<file path="config.mk">
export PLATFORM = sky130hd
export DESIGN_NAME = text_glyph_placer_unit
export DESIGN_NICKNAME = d
export VERILOG_FILES = /design/src/hdl/tgp_pkg.sv /design/src/hdl/text_glyph_placer_unit.sv
export SDC_FILE = /design/constraint.sdc
export NUM_CORES = 1
export LEC_CHECK = 0
export BUFFER_PORTS_ARGS = -buffer_cell sky130_fd_sc_hd__buf_2
export CAP_MARGIN = 30
export CORE_ASPECT_RATIO = 1.1
export CORE_MARGIN = 5
export CORE_UTILIZATION = 58
export DETAILED_ROUTE_END_ITERATION = 6
export PLACE_DENSITY = 0.89
export SLEW_MARGIN = 20
export SYNTH_ARGS = -nofsm -noshare
export SYNTH_HDL_FRONTEND = slang
export SYNTH_SLANG_ARGS = --single-unit
</file>
<file path="constraint.sdc">
create_clock -name clk -period 7.9 [get_ports clk]
set_input_delay 1.58 -clock clk [delete_from_list [all_inputs] [get_ports clk]]
set_output_delay 1.58 -clock clk [all_outputs]
set_load 0.01 [all_outputs]
</file>
<file path="src/hdl/tgp_pkg.sv">
// Shared constants, register indexes and the font lookup for the text glyph placer.
// No dependencies; imported by text_glyph_placer_unit.
package tgp_pkg;

	localparam int GLYPH_WIDTH_DEF = 5;
	localparam int LINE_PITCH_DEF  = 10;

	localparam logic [7:0] ESC_BYTE     = 8'hFF;
	localparam logic [7:0] NEWLINE_BYTE = 8'h0A;
	localparam logic [6:0] SPACE_GLYPH  = 7'd70;
	localparam logic [7:0] COUNT_MAX    = 8'd255;
	localparam logic [7:0] TINT_WHITE   = 8'hFF;

	localparam logic [0:0] REG_ANCHOR_X = 1'b0;
	localparam logic [0:0] REG_ANCHOR_Y = 1'b1;

	localparam int CHAR_W  = 8;
	localparam int GLYPH_W = 7;
	localparam int COORD_W = 17;
	localparam int ANCHOR_W = 16;
	localparam int TINT_W  = 8;
	localparam int OUT_DATA_W = 72;

	// Maps a text byte to its font slot; anything unlisted takes the space glyph.
	function automatic logic [6:0] glyph_of(input logic [7:0] ch);
		logic [7:0] d;
		d = 8'd0;
		glyph_of = SPACE_GLYPH;
		case (ch) inside
			[8'h41:8'h5A]: begin
				d = ch - 8'h41;
				glyph_of = d[6:0];
			end
			[8'h61:8'h7A]: begin
				d = ch - 8'h61 + 8'd26;
				glyph_of = d[6:0];
			end
			[8'h31:8'h39]: begin
				d = ch - 8'h31 + 8'd52;
				glyph_of = d[6:0];
			end
			8'h30: glyph_of = 7'd61;
			8'h28: glyph_of = 7'd62;
			8'h29: glyph_of = 7'd63;
			8'h5B: glyph_of = 7'd64;
			8'h5D: glyph_of = 7'd65;
			8'h7B: glyph_of = 7'd66;
			8'h7D: glyph_of = 7'd67;
			8'h3C: glyph_of = 7'd68;
			8'h3E: glyph_of = 7'd69;
			8'h20: glyph_of = 7'd70;
			8'h21: glyph_of = 7'd71;
			8'h2B: glyph_of = 7'd72;
			8'h2D: glyph_of = 7'd73;
			8'h2A: glyph_of = 7'd74;
			8'h3D: glyph_of = 7'd75;
			8'h3F: glyph_of = 7'd76;
			8'h2F: glyph_of = 7'd77;
			8'h5C: glyph_of = 7'd78;
			8'h2E: glyph_of = 7'd79;
			8'h2C: glyph_of = 7'd81;
			8'h3B: glyph_of = 7'd82;
			8'h3A: glyph_of = 7'd83;
			8'h22: glyph_of = 7'd84;
			8'h27: glyph_of = 7'd85;
			8'h7E: glyph_of = 7'd86;
			8'h60: glyph_of = 7'd87;
			8'h5E: glyph_of = 7'd88;
			8'h5F: glyph_of = 7'd89;
			8'h7C: glyph_of = 7'd90;
			8'h40: glyph_of = 7'd91;
			8'h23: glyph_of = 7'd92;
			8'h24: glyph_of = 7'd93;
			8'h25: glyph_of = 7'd94;
			8'h26: glyph_of = 7'd95;
			default: glyph_of = SPACE_GLYPH;
		endcase
	endfunction

endpackage

</file>
<file path="src/hdl/text_glyph_placer_unit.sv">
// Text glyph placer: turns a byte stream into placed, tinted glyph words.
// Depends on tgp_pkg for constants and the font lookup.
//
// Usage:
//   Input stream s_*: one text byte per word in s_tdata, s_tuser[0] marks the
//   first byte of a text (clears column, line, escape and sets the tint to white
//   before that byte is handled). 0xFF opens a three byte color escape,
//   0x0A starts a new line; neither produces an output word.
//   Output stream m_*: one word per other byte (unlisted codes take the space
//   glyph), carrying glyph slot, destination x/y and the current tint.
//   Configuration: cfg_we/cfg_addr/cfg_wdata write anchor_x (0) and anchor_y (1);
//   write only while the block is idle.
// Timing: one input word per cycle while s_tready is high; a result is registered
//   in the output or skid register. The text state and the output buffer are
//   updated in the same cycle, so the text state loop sets that rate.
// Reset (arst_n low): anchors zero, counters and escape cleared, tint white,
//   output empty.
// Stalls: a two-entry output buffer (output register plus skid register) keeps
//   s_tready high while one result waits; s_tready drops only when both hold
//   words, and rises again the cycle after the receiver takes one.
module text_glyph_placer_unit
	import tgp_pkg::*;
#(
	parameter int GLYPH_WIDTH = GLYPH_WIDTH_DEF,
	parameter int LINE_PITCH  = LINE_PITCH_DEF
) (
	input  logic                  clk,
	input  logic                  arst_n,
	input  logic                  s_tvalid,
	output logic                  s_tready,
	input  logic [CHAR_W-1:0]     s_tdata,   // [7:0] char_code
	input  logic [0:0]            s_tuser,   // [0] start_of_text
	output logic                  m_tvalid,
	input  logic                  m_tready,
	// [6:0] glyph_index, [23:7] dest_x, [40:24] dest_y, [48:41] tint_red,
	// [56:49] tint_green, [64:57] tint_blue, [71:65] zero
	output logic [OUT_DATA_W-1:0] m_tdata,
	input  logic                  cfg_we,
	input  logic [0:0]            cfg_addr,
	input  logic [ANCHOR_W-1:0]   cfg_wdata
);

	logic [ANCHOR_W-1:0] anchor_x_q, anchor_y_q;
	logic [7:0] col_q, line_q;
	logic [1:0] esc_q;
	logic [TINT_W-1:0] red_q, green_q, blue_q;

	logic [OUT_DATA_W-1:0] out_data_q, skid_data_q;
	logic out_valid_q, skid_valid_q;

	logic accept, start, push, pop;
	logic [7:0] col_eff, line_eff;
	logic [1:0] esc_eff;
	logic [TINT_W-1:0] red_eff, green_eff, blue_eff;
	logic [7:0] col_nxt, line_nxt;
	logic [1:0] esc_nxt;
	logic [TINT_W-1:0] red_nxt, green_nxt, blue_nxt;
	logic [COORD_W-1:0] x_sum, y_sum;
	logic [OUT_DATA_W-1:0] res_word;

	assign accept = s_tvalid && s_tready;
	assign start  = s_tuser[0];
	assign pop    = m_tvalid && m_tready;

	// A start flag applies before the byte in the same word is handled.
	always_comb begin
		col_eff   = start ? 8'd0 : col_q;
		line_eff  = start ? 8'd0 : line_q;
		esc_eff   = start ? 2'd0 : esc_q;
		red_eff   = start ? TINT_WHITE : red_q;
		green_eff = start ? TINT_WHITE : green_q;
		blue_eff  = start ? TINT_WHITE : blue_q;

		col_nxt   = col_eff;
		line_nxt  = line_eff;
		esc_nxt   = esc_eff;
		red_nxt   = red_eff;
		green_nxt = green_eff;
		blue_nxt  = blue_eff;
		push      = 1'b0;

		if (esc_eff != 2'd0) begin
			case (esc_eff)
				2'd3:    red_nxt = s_tdata;
				2'd2:    green_nxt = s_tdata;
				default: blue_nxt = s_tdata;
			endcase
			esc_nxt = esc_eff - 2'd1;
		end else if (s_tdata == ESC_BYTE) begin
			esc_nxt = 2'd3;
		end else if (s_tdata == NEWLINE_BYTE) begin
			col_nxt = 8'd0;
			if (line_eff != COUNT_MAX) line_nxt = line_eff + 8'd1;
		end else begin
			push = accept;
			if (col_eff != COUNT_MAX) col_nxt = col_eff + 8'd1;
		end
	end

	assign x_sum = {anchor_x_q[ANCHOR_W-1], anchor_x_q}
		+ COORD_W'(GLYPH_WIDTH * int'(col_eff));
	assign y_sum = {anchor_y_q[ANCHOR_W-1], anchor_y_q}
		+ COORD_W'(LINE_PITCH * int'(line_eff));

	assign res_word = {7'd0, blue_eff, green_eff, red_eff, y_sum, x_sum, glyph_of(s_tdata)};

	always_ff @(posedge clk or negedge arst_n) begin
		if (!arst_n) begin
			anchor_x_q <= '0;
			anchor_y_q <= '0;
		end else if (cfg_we) begin
			case (cfg_addr)
				REG_ANCHOR_X: anchor_x_q <= cfg_wdata;
				REG_ANCHOR_Y: anchor_y_q <= cfg_wdata;
				default: ;
			endcase
		end
	end

	always_ff @(posedge clk or negedge arst_n) begin
		if (!arst_n) begin
			col_q   <= '0;
			line_q  <= '0;
			esc_q   <= '0;
			red_q   <= TINT_WHITE;
			green_q <= TINT_WHITE;
			blue_q  <= TINT_WHITE;
		end else if (accept) begin
			col_q   <= col_nxt;
			line_q  <= line_nxt;
			esc_q   <= esc_nxt;
			red_q   <= red_nxt;
			green_q <= green_nxt;
			blue_q  <= blue_nxt;
		end
	end

	// Output register with one skid word behind it.
	always_ff @(posedge clk or negedge arst_n) begin
		if (!arst_n) begin
			out_valid_q  <= 1'b0;
			skid_valid_q <= 1'b0;
		end else if (skid_valid_q) begin
			if (pop) begin
				skid_valid_q <= 1'b0;
			end
		end else if (!out_valid_q || pop) begin
			out_valid_q <= push;
		end else if (push) begin
			skid_valid_q <= 1'b1;
		end
	end

	always_ff @(posedge clk) begin
		if (skid_valid_q) begin
			if (pop) out_data_q <= skid_data_q;
		end else if (!out_valid_q || pop) begin
			if (push) out_data_q <= res_word;
		end else if (push) begin
			skid_data_q <= res_word;
		end
	end

	assign s_tready = !skid_valid_q;
	assign m_tvalid = out_valid_q;
	assign m_tdata  = out_data_q;

	a_skid_behind_out: assert property (@(posedge clk) disable iff (!arst_n)
		skid_valid_q |-> out_valid_q)
		else $error("skid word held while output register is empty");

	a_escape_silent: assert property (@(posedge clk) disable iff (!arst_n)
		(accept && !start && esc_q != 2'd0) |-> !push)
		else $error("escape byte produced a result");

	a_col_saturates: assert property (@(posedge clk) disable iff (!arst_n)
		(push && !start && col_q == COUNT_MAX) |=> col_q == COUNT_MAX)
		else $error("column wrapped past its maximum");

	a_newline_clears_col: assert property (@(posedge clk) disable iff (!arst_n)
		(accept && esc_eff == 2'd0 && s_tdata == NEWLINE_BYTE) |=> col_q == 8'd0)
		else $error("newline did not clear the column");

endmodule

</file>
Word level (Yosys, flattened, before mapping). Index checks and enable logic that the tools add are counted.

Shifts and indexed selects: 0. Muxes and demuxes: 70. Multiply operators: 2. Divide/modulo/power cells: 0. Eq/ne operators: 41. Bitwise logic cells: 3. $add $sub $neg: 10. $lt $le $gt $ge: 6. Reduce and logical (&&, ||, !) cells: 17.

Operator list (count): 2-to-1 mux 72 bit (4); equality test 8 x 6 -> 1 bit (second input constant) (23); 2-to-1 mux 5 bit (31); 2-to-1 mux 8 bit (19); equality test 8 x 7 -> 1 bit (second input constant) (11); 2-to-1 mux 7 bit (6); multiplier 3 x 8 -> 11 bit (first input constant) (2); adder 16 x 12 -> 17 bit (1); adder 16 x 13 -> 17 bit (1); adder 8 x 1 -> 8 bit (second input constant) (2); greater-or-equal comparator 8 x 7 -> 1 bit (second input constant) (2); less-or-equal comparator 8 x 7 -> 1 bit (second input constant) (2); inequality test 8 bit (second input constant) (2); subtractor 7 bit (second input constant) (2); equality test 8 x 4 -> 1 bit (second input constant) (1); equality test 8 bit (second input constant) (1); greater-or-equal comparator 8 x 6 -> 1 bit (second input constant) (1); less-or-equal comparator 8 x 6 -> 1 bit (second input constant) (1); adder 7 x 5 -> 7 bit (second input constant) (1); adder 7 x 6 -> 7 bit (second input constant) (1); 2-to-1 mux 1 bit (7); subtractor 7 x 6 -> 7 bit (second input constant) (1); 2-to-1 mux 2 bit (3); AND reduction 2 bit (3); other kinds (10) (21).

Logic and storage cells: 161. Output and inout port bits: 74. Bits of input ports: 31. Bits in latches: 0. Memory bits (read-only): 0. Register bits: 213. Memories kept: 0. Bits in writable memories: 0.

Longest topological paths before layout.
Word-level depth: 41. Depth in mapped cells: 22. Depth with buffers taken out: 19.

Worst setup path before layout. No wires, ideal clock.

Kind: input to register. Start point: input port s_tdata[0]. End point: register skid_data_q[0] (enable). Library setup time: 568 ps. Cell stages on the path: 7. Setup slack: 298 ps. Arrival: 7034 ps. Required time: 7332 ps. Buffers on the path: 1. Cells stage by stage: clkbuf_1 -> inv_1 -> ha_1 -> and3b_1 -> nand3_1 -> nand3_1 -> nor3_1.

Longest elaborated chain between the ends: 5. Elaborated cells between the ends (all ways): 6. Those cells by class: eq/ne: 2; mux: 3; reduce/logical: 1.

Ends and longest elaborated chain: start: declaration (RTL line text_glyph_placer_unit.sv:31) `input logic [CHAR_W-1:0] s_tdata,`; equality test 8 x 4 -> 1 bit (RTL line text_glyph_placer_unit.sv:91) `end else if (s_tdata == NEWLINE_BYTE) begin`; 2-to-1 mux 1 bit (RTL line text_glyph_placer_unit.sv:91); 2-to-1 mux 1 bit (*) (RTL line text_glyph_placer_unit.sv:89) `end else if (s_tdata == ESC_BYTE) begin`; 2-to-1 mux 1 bit (*) (RTL line text_glyph_placer_unit.sv:82) `if (esc_eff != 2'd0) begin`; AND reduction 3 bit (no line) (*); end signal: assignment (RTL line text_glyph_placer_unit.sv:160) `skid_data_q <= res_word;`; end: declaration (RTL line text_glyph_placer_unit.sv:48) `logic [OUT_DATA_W-1:0] out_data_q, skid_data_q;`.

Mark *: on every way between the ends. The rest lies on a longest branch, timed or not. A chain may end at the register's enable or synchronous reset.

Worst setup path in the final report.
Start point: input port s_tuser. End point: register out_data_q[21], in the netlist m_tdata[21] (data pin).

Longest elaborated chain between the ends: 6.

Ends and longest elaborated chain: start: declaration (RTL line text_glyph_placer_unit.sv:32) `input logic [0:0] s_tuser,`; 2-to-1 mux 8 bit (RTL line text_glyph_placer_unit.sv:67) `col_eff = start ? 8'd0 : col_q;`; multiplier 3 x 8 -> 11 bit (RTL line text_glyph_placer_unit.sv:101) `+ COORD_W'(GLYPH_WIDTH * int'(col_eff));`; adder 16 x 12 -> 17 bit (RTL line text_glyph_placer_unit.sv:101); via res_word[21] (RTL line text_glyph_placer_unit.sv:59) `logic [OUT_DATA_W-1:0] res_word;`; 2-to-1 mux 72 bit (RTL line text_glyph_placer_unit.sv:158) `if (push) out_data_q <= res_word;`; 2-to-1 mux 72 bit (RTL line text_glyph_placer_unit.sv:157) `end else if (!out_valid_q || pop) begin`; 2-to-1 mux 72 bit (RTL line text_glyph_placer_unit.sv:155) `if (skid_valid_q) begin`; end signal: assignment (RTL line text_glyph_placer_unit.sv:156) `if (pop) out_data_q <= skid_data_q;`; end signal: assignment (RTL line text_glyph_placer_unit.sv:158); end: declaration (RTL line text_glyph_placer_unit.sv:48).

The timed path passes the listed nets, and every way through them passes these cells. The select of a mux whose other input is x is not followed.

==> impl_metrics.toml <==
[power]
clock_power_share_pct = 24.3
ir_drop_mv = 0.309
p_per_area_nw_per_um2 = 299
combPwrFrac_pct = 31.5
switchingPower_uw = 1250
seqPwrFrac_pct = 44.1
leakage_uw = 0.00514
swShare_pct = 32.2
intPower_uw = 2640

[finish]
areaGrowthSynthToFinish_pct = 11.3
finish.utilization_pct = 65.5
layout-drive-gt1-share_pct = 25.4
fin_nets = 1202

[logic_synthesis]
synth_ff_type = "edfxtp_1"
synth_area_um2 = 11700
synth_edf_count = 130
ys_seq_area_share_pct = 49.9
avgSynthCellArea_um2 = 11.2
synth_top_area_cell = "edfxtp_1"
synth-async-reset-ratio_pct = 36.9
yosys-top-cells-area = "edfxtp_1, dfrtp_1, mux2_2"
syn_inst = 1048
synth_warnings = 0
synthDistinctLibCells = 81
synth-seq-cells = 206
synth_top_area_share_pct = 33.4

[timing]
rsz0062_at_grt = "no"
fin_tns_setup_ps = 0
skew_ps = 16.9
slew_headroom_pct = 29.0
worstMarginPinSlew_ps = 1050
hold_viol = 0
max_freq_mhz = 183
setup_viol_count_final = 0
fin_crit_sh_pct = 69.3
report.final.slew_viol_count = 0
fin_crit_ps = 5470

[floorplanning]
core_um2 = 19900
die_h_um = 159
floorplan.rows = 54
initial_utilization_pct = 58.8
die_x_um = 145
dieArea_um2 = 23100
io_pins = 105

[setup_path]
r2r_setup_slack_ps = 3600
cp_top_family = "compound AO/OA/AOI/OAI gates"
critPathMaxStageDelay_ps = 470
cp-start-kind = "input pin"
worst-path-buf-inv = 1
reg2reg_depth = 15
critical_path_class = "input pin to flip-flop"
path_cells = "buf_2 -> nor2b_1 -> ha_1 -> ha_1 -> a21o_1 -> a21oi_1 -> o21bai_1 -> a21oi_1 -> nor2b_1 -> o21a_1 -> ha_1 -> nand3_1 -> a311oi_1 -> o2111ai_1 -> xnor2_1 -> mux2_2"
cpMostUsedCell = "ha_1"
endpoint_kind = "flip-flop"
path_max_fanout = 35
rr_endpoint = "m_tdata[21]"
cpMaxStageDelayCell = "buf_2"
crit_required_ps = 8150
r2r-start = "col_q[4]"
worstPathArrival_ps = 5720

[detailed_routing]
postRouteWirelength_um = 27800
vias_per_cell = 6.30
drc = 0
vias = 8724
ant_nets = 0
drt_pass1_iterations = 5
route.detailed.wl_per_inst_um = 20.1
drt_iter0_drc = 808

[global_routing]
grt_pass1_wl_um = 44300
grt_max_degree = 77
gr-total-overflow = 0
antenna_found_initial = 4
grt_pass1_vias = 8568
grt.total_usage_pct = 22.8

[placement]
place.detailed.hpwl_um = 17900
place_congestion = 0.935
io_buffer_count = 97

[min_path]
hold_class = "flip-flop to flip-flop"
hold_depth = 0
min_from = "anchor_y_q[0]"
hold_end = "skid_data_q[24]"

[cts]
cts_htree_levels = 1
clockBufferDepth = 3
clk_pin_slew_worst_paths_ps = 60
clock_sink_count = 206
post_cts_resized = 0
cts_tree = "built"
cts_post_setup_buffers_inserted = 0
root_buffer = "clkbuf_16"
holdBufCountCts = 0
cts_buffers = 21
clk_latency_ps = 510

[flow_run]
drv_cap = 0

[status]
status = "finished, final reports clean"
## routing by layer
metal  wire (um)  GRT usage [%]  part of all wire [%]
met1       11700           30.4                    42
met2       13400           37.2                    48
met3        1740           4.10                   6.2
met4        1070           9.08                   3.8
met5           0              0                     0
## registers in the layout, indices dropped and copies added, names as in the netlist, 2 cells and up
register and count:
col_q 8, m_tdata 65, line_q 8, blue_q 8
green_q 8, esc_q 2, skid_data_q 65, red_q 8
anchor_x_q 16, anchor_y_q 16
## area by class of cell
type | instances | area [um2]
Fill cell | 1494 | 6860
Sequential cell | 206 | 5840
Multi-Input combinational cell | 735 | 5430
Timing Repair Buffer | 108 | 608
Clock buffer | 24 | 551
Tap cell | 252 | 315
Inverter | 42 | 158
Clock inverter | 13 | 92.6
Antenna cell | 4 | 10.0
## cell usage in the layout, fill, tap and decap left out, drive strengths merged, types with 19 or more instances in the layout
cell and instances:
ha 53, edfxtp 130, nor3 19, dfrtp 52
mux2 76, dfstp 24, inv 48, a21oi 47
nor2b 26, xnor2 29, o22a 50, o21ai 43
or2 32, nor2 48, nand3 20, buf 108
nand2 75, clkbuf 24
## how the worst max path moves through the flow
stage / endpoint / cells past startpoint / slack (ps) / startpoint
floorplan: skid_data_q[0] / 7 / 300 / s_tdata[0]
global route: skid_data_q[20] / 20 / 2230 / s_tuser
finish: m_tdata[21] / 16 / 2430 / s_tuser
global placement: skid_data_q[20] / 20 / 2200 / s_tuser
CTS: skid_data_q[20] / 20 / 2540 / s_tuser
detailed placement: skid_data_q[20] / 20 / 2070 / s_tuser
## power groups by stage
stage	clock network, uW	logic [uW]	registers (uW)
after floorplan	0	774	1790
after global placement	0	1150	1720
after detailed placement	0	1200	1730
after CTS	962	1210	1710
after global routing	1010	1340	1740
final	947	1230	1710
## synthesized netlist by cell type, drive strengths merged (4+ instances only)
| cell | instances |
|---|---|
| o22ai | 9 |
| xnor2 | 29 |
| nor2b | 26 |
| a21oi | 47 |
| nor3b | 6 |
| o31a | 4 |
| nor2 | 48 |
| nand2b | 12 |
| a21boi | 4 |
| ha | 53 |
| o21ai | 43 |
| nor3 | 19 |
| o211ai | 6 |
| a21o | 10 |
| a311oi | 4 |
| buf | 26 |
| clkbuf | 45 |
| dfstp | 24 |
| nand3 | 20 |
| or2 | 32 |
| and3 | 7 |
| a31oi | 8 |
| and2 | 5 |
| mux2 | 76 |
| nor4 | 6 |
| nand2 | 75 |
| or3 | 8 |
| o221ai | 4 |
| mux2i | 6 |
| a211oi | 9 |
| o21a | 12 |
| xor2 | 8 |
| fa | 4 |
| edfxtp | 130 |
| dfrtp | 52 |
| o21bai | 9 |
| nand4 | 8 |
| o31ai | 8 |
| o22a | 50 |
| inv | 41 |
## cells by family (layout without fill, tap and decap cells)
logic type	after synthesis	count (layout)	share of synthesized area [%]
XOR/XNOR	37	37	2.77
buffers and inverters	113	187	4.04
AND/OR/NAND/NOR	294	294	13.4
adder cells (fa/ha/maj)	57	57	6.36
flip-flops	206	206	49.9
AO/OA/AOI/OAI	258	258	15.6
other	1	11	0.0321
multiplexers	82	82	7.84
## per-stage QoR
stage	setup slack, ps	hold WS [ps]	instance area (um2)	power (uW)	cells
6_report	2430	479	13000	3890	1384
5_1_grt	2230	500	13000	4100	1384
4_1_cts	2540	483	12900	3890	1378
3_5_place_dp	2070	462	12300	2930	1341
3_3_place_gp	2200	458	12300	2870	1341
2_1_floorplan	298	437	11700	2570	1054
Power figures use the tool's default switching activity.
